`config.mk`:
```
export PLATFORM = sky130hd
export DESIGN_NAME = spq_bound_map
export DESIGN_NICKNAME = d
export VERILOG_FILES = /design/src/design/spq_pkg.sv /design/src/design/spq_bound_map.sv
export SDC_FILE = /design/constraint.sdc
export NUM_CORES = 1
export LEC_CHECK = 0
export ABC_AREA = 1
export BUFFER_PORTS_ARGS = -buffer_cell sky130_fd_sc_hd__buf_4
export CORE_AREA = 3 3 165 167
export CTS_CLUSTER_DIAMETER = 150
export DETAILED_ROUTE_END_ITERATION = 7
export DIE_AREA = 0 0 168 170
export PLACE_DENSITY = 0.78
export SYNTH_ARGS = -nofsm -noshare
export SYNTH_HDL_FRONTEND = slang
export SYNTH_SLANG_ARGS = --single-unit
```
`constraint.sdc`:
```
create_clock -name clk -period 3.9 [get_ports clk]
set_clock_uncertainty 0.2 [all_clocks]
set_input_delay 0.39 -clock clk [delete_from_list [all_inputs] [get_ports clk]]
set_output_delay 0.39 -clock clk [all_outputs]
set_load 0.01 [all_outputs]
```
`src/design/spq_pkg.sv`:
```
package spq_pkg;

    // Default sizes
    localparam int DEF_NUM_QUEUES  = 8;
    localparam int DEF_QUEUE_DEPTH = 64;

    // Field widths
    localparam int FUNC_W   = 1;
    localparam int RANK_W   = 16;
    localparam int ID_W     = 16;
    localparam int QIDX_W   = 3;
    localparam int LIMIT_W  = 7;

    // Configuration port
    localparam int APB_DATA_W = 32;
    localparam int PADDR_W    = 3;

    // Register indexes (word address bits of paddr)
    localparam logic [PADDR_W-3:0] REG_QUEUE_LIMIT = 1'b0;

    localparam logic [LIMIT_W-1:0] QUEUE_LIMIT_RESET = 7'd64;

    // Request codes
    localparam logic [FUNC_W-1:0] FUNC_ENQ = 1'b0;
    localparam logic [FUNC_W-1:0] FUNC_DEQ = 1'b1;

    // One stored packet
    typedef struct packed {
        logic [RANK_W-1:0] rank;
        logic [ID_W-1:0]   packet_id;
    } entry_t;

endpackage

```
`src/design/spq_bound_map.sv`:
```
module spq_bound_map #(
    parameter int NUM_QUEUES = spq_pkg::DEF_NUM_QUEUES
) (
    input  logic                            clk,
    input  logic                            rst_n,
    input  logic [spq_pkg::RANK_W-1:0]      rank,
    input  logic                            commit,
    output logic                            found,
    output logic [$clog2(NUM_QUEUES)-1:0]   target
);
    import spq_pkg::*;

    localparam int QW = $clog2(NUM_QUEUES);

    logic [RANK_W-1:0]     bound_reg  [NUM_QUEUES];
    logic [RANK_W-1:0]     bound_next [NUM_QUEUES];
    logic [NUM_QUEUES-1:0] fits;
    logic [RANK_W-1:0]     cost;

    // Compare rank against every bound, pick the lowest-priority queue that fits
    always_comb
    begin
        target = '0;
        for (int i = 0; i < NUM_QUEUES; i++)
        begin
            fits[i] = (rank >= bound_reg[i]);
            if (fits[i])
            begin
                target = QW'(i);
            end
        end
        found = |fits;
    end

    // Push-up raises the chosen bound; push-down shifts all bounds down by the cost
    always_comb
    begin
        cost = bound_reg[0] - rank;
        for (int i = 0; i < NUM_QUEUES; i++)
        begin
            bound_next[i] = bound_reg[i];
        end
        if (commit)
        begin
            if (found)
            begin
                bound_next[target] = rank;
            end
            else
            begin
                bound_next[0] = rank;
                for (int i = 1; i < NUM_QUEUES; i++)
                begin
                    bound_next[i] = (bound_reg[i] > cost) ? bound_reg[i] - cost : '0;
                end
            end
        end
    end

    always_ff @(posedge clk or negedge rst_n)
    begin
        if (!rst_n)
        begin
            for (int i = 0; i < NUM_QUEUES; i++)
            begin
                bound_reg[i] <= '0;
            end
        end
        else
        begin
            bound_reg <= bound_next;
        end
    end

endmodule

```
; ---- Word-level counts from Yosys, hierarchy flattened
; Index checks and enable logic that the tools add are counted.
[totals]
ff_bits = 128
out_inout_bits = 4
[op_classes]
add_sub_neg = 8
n_lt_le_gt_ge = 17
n_mux = 18
bitwise_logic = 1
n_reduce_logical = 2
[ops]
columns = op, n
row1 = bitwise mux 128 bit, 1
row2 = greater-or-equal comparator 16 bit, 8
row3 = 2-to-1 mux 128 bit, 1
row4 = 2-to-1 mux 16 bit, 8
row5 = subtractor 16 bit, 8
row6 = > comparator 16 bit, 7
row7 = demux 16 bit (select 3 bit), 1
row8 = 2-to-1 mux 3 bit, 5
row9 = OR reduction 8 bit, 1
row10 = greater-or-equal comparator 4 bit (second input constant), 1
row11 = less-than comparator 4 x 1 -> 1 bit (second input constant), 1
row12 = NOT 3 -> 4 bit, 1
row13 = 2-to-1 mux 2 bit, 1
row14 = logical AND 1 bit, 1
row15 = 2-to-1 mux 1 bit, 1

; ---- Logic depth before layout (Yosys ltp)
; Gate-level depths: netlist of the first run.
[logic_depth]
depth_word = 15
depth_mapped = 27

; ---- Least setup slack after synthesis of the first run
; OpenSTA, ideal clock, no wires.
[synth_path]
path_type = input -> register
from = input rank[0] in the netlist's numbering
to = register bound_reg[79] in the netlist's numbering
setup_ps = 77
arrival_ps = 3291
required_ps = 3623
slack_ps = 331
cell_stages = 17
n_path_buf = 0
path_cell_list = ha_1 > fa_1 > inv_1 > fa_1 > o21ai_0 > a21oi_1 > o21ai_0 > nand3_1 > nand2_1 > nand2_1 > inv_1 > nand2_1 > nand3_2 > nand2_2 > clkinv_2 > nand2_1 > a21oi_1
[synth_via]
elab_chain_cells = 15
word_cells_on_any_way = 28
cone_classes = add/sub (2) / order compare (11) / mux (12) / bitwise (1) / reduce/logical (2)
[synth_rtl]
columns = item, line
row1 = start: declaration, spq_bound_map.sv:6  ; input logic [spq_pkg::RANK_W-1:0] rank,
row2 = greater-or-equal comparator 16 bit, spq_bound_map.sv:26  ; fits[i] = (rank >= bound_reg[i]);
row3 = 2-to-1 mux 1 bit, spq_bound_map.sv:27  ; if (fits[i])
row4 = 2-to-1 mux 2 bit, spq_bound_map.sv:27
row5 = 2-to-1 mux 3 bit (5 in a row), spq_bound_map.sv:27
row6 = NOT 3 -> 4 bit (not written as such), spq_bound_map.sv:47  ; bound_next[target] = rank;
row7 = greater-or-equal comparator 4 bit (not written as such) or less-than comparator 4 x 1 -> 1 bit (tied branches), spq_bound_map.sv:47
row8 = logical AND 1 bit (not written as such), spq_bound_map.sv:47
row9 = 2-to-1 mux 16 bit (not written as such), spq_bound_map.sv:47
row10 = demux 16 bit (select 3 bit), spq_bound_map.sv:47
row11 = bitwise mux 128 bit, spq_bound_map.sv:47
row12 = 2-to-1 mux 128 bit (*), spq_bound_map.sv:45  ; if (found)
row13 = end signal: assignment, spq_bound_map.sv:71  ; bound_reg <= bound_next;
row14 = end: declaration, spq_bound_map.sv:15  ; logic [RANK_W-1:0] bound_reg [NUM_QUEUES];
; Mark *: on every way between the ends. The rest lies on a longest branch, timed or not.
; A chain may end at the register's enable or synchronous reset.

; ---- Worst setup path in the final report of the first run
[layout_path]
from = register bound_reg[116] in the netlist's numbering
to = register bound_reg[31] in the netlist's numbering
[layout_via]
elab_chain_cells = 4
word_cells_on_any_way = 7
cone_classes = add/sub (2) / order compare (2) / mux (2) / reduce/logical (1)
[layout_rtl]
columns = item, line
row1 = subtractor 16 bit, spq_bound_map.sv:38  ; cost = bound_reg[0] - rank;
row2 = subtractor 16 bit or > comparator 16 bit (tied branches), spq_bound_map.sv:54  ; bound_next[i] = (bound_reg[i] > cost) ? bound_reg[i] - cost : '0;
row3 = 2-to-1 mux 16 bit, spq_bound_map.sv:54
row4 = 2-to-1 mux 128 bit (*), spq_bound_map.sv:45
; Marked as above.

==> results of run 1 <==
per-stage QoR:
step / power (mW) / TNS, ps / std cells
6_report: 16.9 / 0 / 3119
5_1_grt: 18.3 / -89.1 / 3119
4_1_cts: 15.9 / 0 / 3111
3_5_place_dp: 13.7 / -27030 / 3075
3_3_place_gp: 13.4 / -19340 / 3075
2_1_floorplan: 10.0 / 0 / 2557
cell families (layout without fill, tap and decap cells):
family                   after synthesis  count (layout)  synth area share [%]
adder cells (fa/ha/maj)              213             213                  17.1
AO/OA/AOI/OAI                        371             371                  12.9
AND/OR/NAND/NOR                     1367            1367                  35.9
buffers and inverters                410             637                  10.3
XOR/XNOR                              68              68                  3.74
flip-flops                           128             128                  20.1
critical path, stage by stage, from the launching register on:
cell	delay [ps]
dfrtp_1	410
ha_4	250
nand2_1	70
nand2_1	90
nand2_1	70
nand2_1	60
buf_4	140
nand2_2	70
nand3_2	90
nand3_2	70
nand2_2	60
a21oi_2	130
nor2_1	50
nor2_1	130
xor2_1	210
buf_4	200
ha_1	260
a21oi_1	150
a21boi_2	250
nand3_2	130
nand2_2	160
clkinvlp_4	210
nand2_1	130
a21oi_2	50
Yosys cell counts, types with 2 or more instances:
master	count
nand2_4	5
o21ai_2	12
inv_2	17
inv_1	357
o21ai_4	2
nand3b_1	13
buf_4	4
a21oi_1	215
ha_1	205
a21oi_2	3
o21bai_1	5
o21ai_1	16
nand2_1	792
nor3_1	20
or2_2	3
o21a_1	17
a31oi_1	5
xor2_1	50
xnor2_1	18
nor2_4	3
nand3_2	9
fa_1	8
dfrtp_1	128
nor2_1	313
nand4_2	3
nor2_2	9
o21ai_0	82
clkbuf_1	9
nand3_1	124
o211ai_1	5
buf_2	12
buf_6	9
a21boi_0	4
nand2_2	24
nand4_1	45
and2_1	2
a21oi_4	2
worst max path at each step:
stage                                      endpoint  cells after the start                       start  slack (ps)
after floorplan           bound_reg[79]$_DFFE_PN0P_                     17                     rank[0]         330
after global placement     bound_reg[2]$_DFFE_PN0P_                     22                     rank[6]        -310
after detailed placement   bound_reg[2]$_DFFE_PN0P_                     21                     rank[2]        -360
after CTS                 bound_reg[21]$_DFFE_PN0P_                     16  bound_reg[112]$_DFFE_PN0P_          10
after global routing      bound_reg[29]$_DFFE_PN0P_                     26  bound_reg[112]$_DFFE_PN0P_         -40
final                     bound_reg[31]$_DFFE_PN0P_                     23  bound_reg[116]$_DFFE_PN0P_         150
report_power, final:
group	leakage [nW]	internal, mW	switching [mW]	total, mW
Combinational	8.64	4.93	7.56	12.5
Sequential	1.65	1.86	0.530	2.39
Clock	0.326	1.24	0.739	1.98
Total	10.6	8.03	8.83	16.9
metal layers:
layer / global-route usage, % / vias up
li1: - / 8647
met1: 54.1 / 8363
met2: 62.5 / 937
met3: 6.57 / 169
met4: 13.0 / 0
met5: 0 / -
final cells by class:
cell class	count	share of cell area, %
inverter	376	7.46
sequential	128	16.6
multi-input combinational	2019	60.4
clock buffer	19	2.35
timing repair inverter	1	0.0454
timing repair buffer	229	9.78
tap	335	2.17
clock inverter	12	1.19
what timing repair did:
item | CTS | global route
setup endpoints to repair | 107 | 113
pin swaps | 1 | 20
hold buffers | 1 | 0
gates cloned | 0 | 1
gates resized for setup | 8 | 116
endpoints found under the hold margin | 86 | 0
buffers inserted | 4 | 8
==> impl_metrics.tcl, run 1 <==
set metrics [dict create \
    seq_area_mm2 0.00320 \
    crit_required_ps 4030 \
    max_freq_mhz 267 \
    dr_wl_met2_mm 25.5 \
    vias 18100 \
    placed_area_mm2 0.0179 \
    drv_slew 0 \
    synth-seq-cells 128 \
    drive_gt1_share_pct 15.7 \
    ant_nets 0 \
    min_period_ps 3750 \
    synth_top_area_cell "dfrtp_1" \
    htreeDepth 4 \
    yosysSeqAreaShare_pct 20.1 \
    whs_ps 168 \
    initial_utilization_pct 61.5 \
    synth_area_per_cell_um2 6.23 \
    cts_buffer_depth 2 \
    postRouteWirelength_mm 58.0 \
    grt_pass1_wl_mm 87.8 \
    ys.warnings.count 0 \
    drc 0 \
    min_to "bound_reg[60]$_DFFE_PN0P_" \
    final_cell_mix "nand2_1 (776), inv_1 (351), nor2_1 (305)" \
    worst-setup-path-type "reg2reg" \
    gp_congestion 1.00 \
    crit_arrival_ps 3880 \
    status "finished, final reports clean" \
    timing.reg2reg.setup_slack_ps 150 \
    yosys_most_used_dff "dfrtp_1" \
    synth_edf_count 0 \
    drt_iter0_markers 2116 \
    antenna_found_initial 0 \
    grt_start_max_net_pins 89 \
    clk_latency_ps 440 \
    dr.max_layer_used "met4" \
    wl_met1_mm 24.2 \
    die_w_um 168 \
    core_area_mm2 0.0259 \
    multi_input_area_mm2 0.0117 \
    hpwl_mm 43.0 \
    syn_to_final_growth_pct 21.1 \
    die_area_mm2 0.0286 \
    synthArstFlopShare_pct 100 \
    fp.dieH_um 170 \
    wl_met3_mm 6.09 \
    syn_inst 2557 \
    final-hold-violation-count 0 \
    r2r_cells 23 \
    final_common_cell "nand2_1" \
    nFillCells 2161 \
    timing.rr.end "bound_reg[31]$_DFFE_PN0P_" \
    synth_top_area_share_pct 20.1 \
    hold_path_depth 5 \
    r2r-start "bound_reg[116]$_DFFE_PN0P_" \
    tightest_slew_ps 963 \
    via_per_inst 5.81 \
    io_buffers 22 \
    powerDensity_mw_per_mm2 874 \
    fin_nets 3004 \
    slew_headroom_pct 35.8 \
    stdcell_area_mm2 0.0193 \
    antenna_cells 0 \
    fp-row-count 59 \
    grt-ovfl-total 0 \
    hp-start "rank[12]" \
    synth_nets 2789 \
    synth_area_mm2 0.0159 \
    grt_usage_pct 39.1 \
    drv_cap 0 \
    synth_area_leaders "dfrtp_1 (20%), nand2_1 (19%), ha_1 (16%)" \
    root_buffer "clkbuf_16" \
    finalSetupViolations 0 \
    cts_tree "done" \
    cp-end-kind "register" \
    clkSinkCount 128 \
    cts.clk_slew.worst_paths_ps 70 \
    largest_reg_flops 128 \
    p_leak_nw 10.6 \
    grt_pass1_vias 16600 \
    cp_max_fo 5 \
    finalCritPeriodShare_pct 96.0 \
    post-place-ws_ps -363 \
    cts_buffers 17 \
    yosysUniqueCellTypes 44 \
    finish.utilization_pct 74.5 \
    first_pass_iters 6 \
    hp-class "in2reg" \
    setup_slack_ps 154 \
    max-vdd-ir-drop_mv 0.558 \
    io_pins 23 \
    wire_per_inst_um 18.6 \
    worstSetupStartpointType "register" \
]
No activity file was read; power rests on OpenSTA's default activity.
==> run 2, diff against run 1 <==
--- a/config.mk
+++ b/config.mk
@@ -7,10 +7,10 @@
 export LEC_CHECK = 0
 export ABC_AREA = 1
 export BUFFER_PORTS_ARGS = -buffer_cell sky130_fd_sc_hd__buf_4
-export CORE_AREA = 3 3 165 167
-export CTS_CLUSTER_DIAMETER = 150
+export CORE_AREA = 3 3 151 182
+export CTS_CLUSTER_DIAMETER = 60
 export DETAILED_ROUTE_END_ITERATION = 7
-export DIE_AREA = 0 0 168 170
+export DIE_AREA = 0 0 154 185
 export PLACE_DENSITY = 0.78
 export SYNTH_ARGS = -nofsm -noshare
 export SYNTH_HDL_FRONTEND = slang
==> run 2 against run 1 <==
Combinational power down 4%. Routed wire length down 0.54%. Utilization decreased by 0.64 points. Critical path depth decreased by 4. Worst hold slack got worse by 29 ps. Maximum frequency fell by 0.66%. Setup slack got worse by 25 ps. Non-clock buffer count shrank 21. Largest power group unchanged. Sequential power about the same. Via count decreased by 1.4%. Die area fell by 0.25%. Clock power down 15%.
==> impl_metrics.tcl, run 2 (synthesis gave the netlist of run 1 again) <==
set metrics [dict create \
    max_freq_mhz 265 \
    antenna_found_initial 0 \
    hpwl_mm 44.0 \
    slowest_stage "fa_2" \
    tns_ps 0 \
    crit_start "bound_reg[112]$_DFFE_PN0P_" \
    timing.rr.end "bound_reg[29]$_DFFE_PN0P_" \
    switching_power_mw 8.55 \
    cts_buffers 17 \
    via_per_inst 5.77 \
    tightest_slew_ps 1010 \
    vias 17900 \
    grt_usage_pct 39.7 \
    grt_start_max_net_pins 71 \
    max-vdd-ir-drop_mv 0.517 \
    final-hold-violation-count 0 \
    cp-end-kind "output pin" \
    p_sw_share_pct 53.1 \
    core_area_mm2 0.0257 \
    slew_headroom_pct 32.4 \
    initial_utilization_pct 62.0 \
    htreeDepth 4 \
    hp-start "rank[9]" \
    largest_reg_flops 128 \
    cts.clk_slew.worst_paths_ps 60 \
    wire_per_inst_um 18.6 \
    finalCritPeriodShare_pct 96.7 \
    syn_to_final_growth_pct 19.1 \
    antenna_cells 0 \
    fp.dieH_um 185 \
    clk_latency_ps 440 \
    io_buffers 22 \
    drt_iter0_markers 1617 \
    final_common_cell "nand2_1" \
    r2r_cells 27 \
    status "finished, final reports clean" \
    min_to "bound_reg[121]$_DFFE_PN0P_" \
    powerDensity_mw_per_mm2 849 \
    worstSetupStartpointType "register" \
    grt_pass1_wl_mm 88.5 \
    final_cell_mix "nand2_1 (775), inv_1 (351), nor2_1 (308)" \
    p_int_mw 7.55 \
    postRouteWirelength_mm 57.7 \
    io_pins 23 \
    total_power_mw 16.1 \
    grt_pass1_vias 16800 \
    fp-row-count 64 \
    p_leak_nw 10.5 \
    share_clk_of_total_power_pct 10.4 \
    crit_required_ps 3310 \
    die_w_um 154 \
    root_buffer "clkbuf_16" \
    clkSinkCount 128 \
    hold_path_depth 3 \
    drc 0 \
    seqPwrFrac_pct 14.9 \
    cts_tree "done" \
    cpPeakStageDelay_ps 450 \
    cp_max_fo 10 \
    first_pass_iters 5 \
    cts_buffer_depth 2 \
    grt-ovfl-total 0 \
    hp-class "in2reg" \
    ant_nets 0 \
    grt_setup_unrepaired "yes" \
    finalSetupViolations 0 \
    path_cells "inv_1 -> ha_2 -> fa_2 -> buf_4 -> inv_2 -> nand3_1 -> nand3_2 -> nand2_2 -> nand3_2 -> buf_4 -> nand2_1 -> inv_2 -> o21ai_2 -> nor2_4 -> nand2_2 -> nor2_4 -> buf_12 -> inv_2 -> buf_4" \
    drive_gt1_share_pct 14.9 \
    worst-setup-path-type "reg2out" \
    combPwrFrac_pct 74.6 \
    r2r-start "bound_reg[112]$_DFFE_PN0P_" \
    drv_slew 0 \
    crit_arrival_ps 3180 \
    min_period_ps 3770 \
    gp_congestion 0.998 \
    drv_cap 0 \
    fin_nets 2983 \
    timing.reg2reg.setup_slack_ps 150 \
    die_area_mm2 0.0285 \
    finish.utilization_pct 73.8 \
]
## run 2: cell count changes in the layout (fill, tap and decap cells not counted), sizes merged
cell	before	now
buf	228	207
clkinvlp	4	9
bufinv	6	2
clkinv	2	3
inv	377	376
## run 2: worst max-delay path by stage
stage | to | cells after the start
after floorplan | bound_reg[79]$_DFFE_PN0P_ | 17
after global placement | bound_reg[47]$_DFFE_PN0P_ | 25
after detailed placement | bound_reg[47]$_DFFE_PN0P_ | 25
after CTS | bound_reg[48]$_DFFE_PN0P_ | 22
after global routing | bound_reg[93]$_DFFE_PN0P_ | 25
final | found | 19
## run 2: power groups by stage
stage	combinational, mW	sequential [mW]	clock (mW)
6_report	12.0	2.40	1.68
5_1_grt	13.4	2.47	1.73
4_1_cts	11.3	2.35	1.68
3_5_place_dp	11.2	2.37	0
3_3_place_gp	10.9	2.35	0
2_1_floorplan	7.78	2.21	0
## run 2: stage by stage
step                hold WS, ps  setup WS [ps]  area (µm²)  std cells
floorplan                  -106            331       15900       2557
global placement            257           -438       17700       3049
detailed placement          264           -515       17700       3049
CTS                        93.8           35.3       18400       3086
global route                189          -62.1       19000       3094
finish                      138            130       19000       3094
## run 2: final cells by class
| cell class | count | area [µm²] |
|---|---|---|
| clock inverter | 13 | 139 |
| sequential | 128 | 3200 |
| multi-input combinational | 2019 | 11600 |
| fill | 2188 | 6730 |
| tap | 330 | 413 |
| clock buffer | 19 | 453 |
| inverter | 376 | 1440 |
| timing repair inverter | 1 | 6.26 |
| timing repair buffer | 208 | 1720 |
## run 2: routing by layer
| layer | global-route usage (%) | share of wire, % | vias to the layer above |
|---|---|---|---|
| met5 | 0 | 0 | - |
| met4 | 23.9 | 7.4 | 0 |
| met3 | 7.38 | 9.1 | 231 |
| met2 | 65.2 | 45 | 805 |
| met1 | 48.4 | 39 | 8221 |
| li1 | - | - | 8605 |
## run 2: critical path: cells and delay by family, from the launching register on
kind                       cells  cell delay (ps)
adders and majority gates      2              640
buffers and inverters          8              880
and+or+nand+nor                8              810
AOI/OAI and AO/OA              1               70
DFF                            1              330
## run 2: timing repair
action	in CTS	in global routing
gates cloned	0	1
hold buffers	1	0
hold endpoints to repair	67	0
setup buffers	4	8
setup endpoints to repair	112	113
gates resized for setup	5	103
pin swaps	2	20
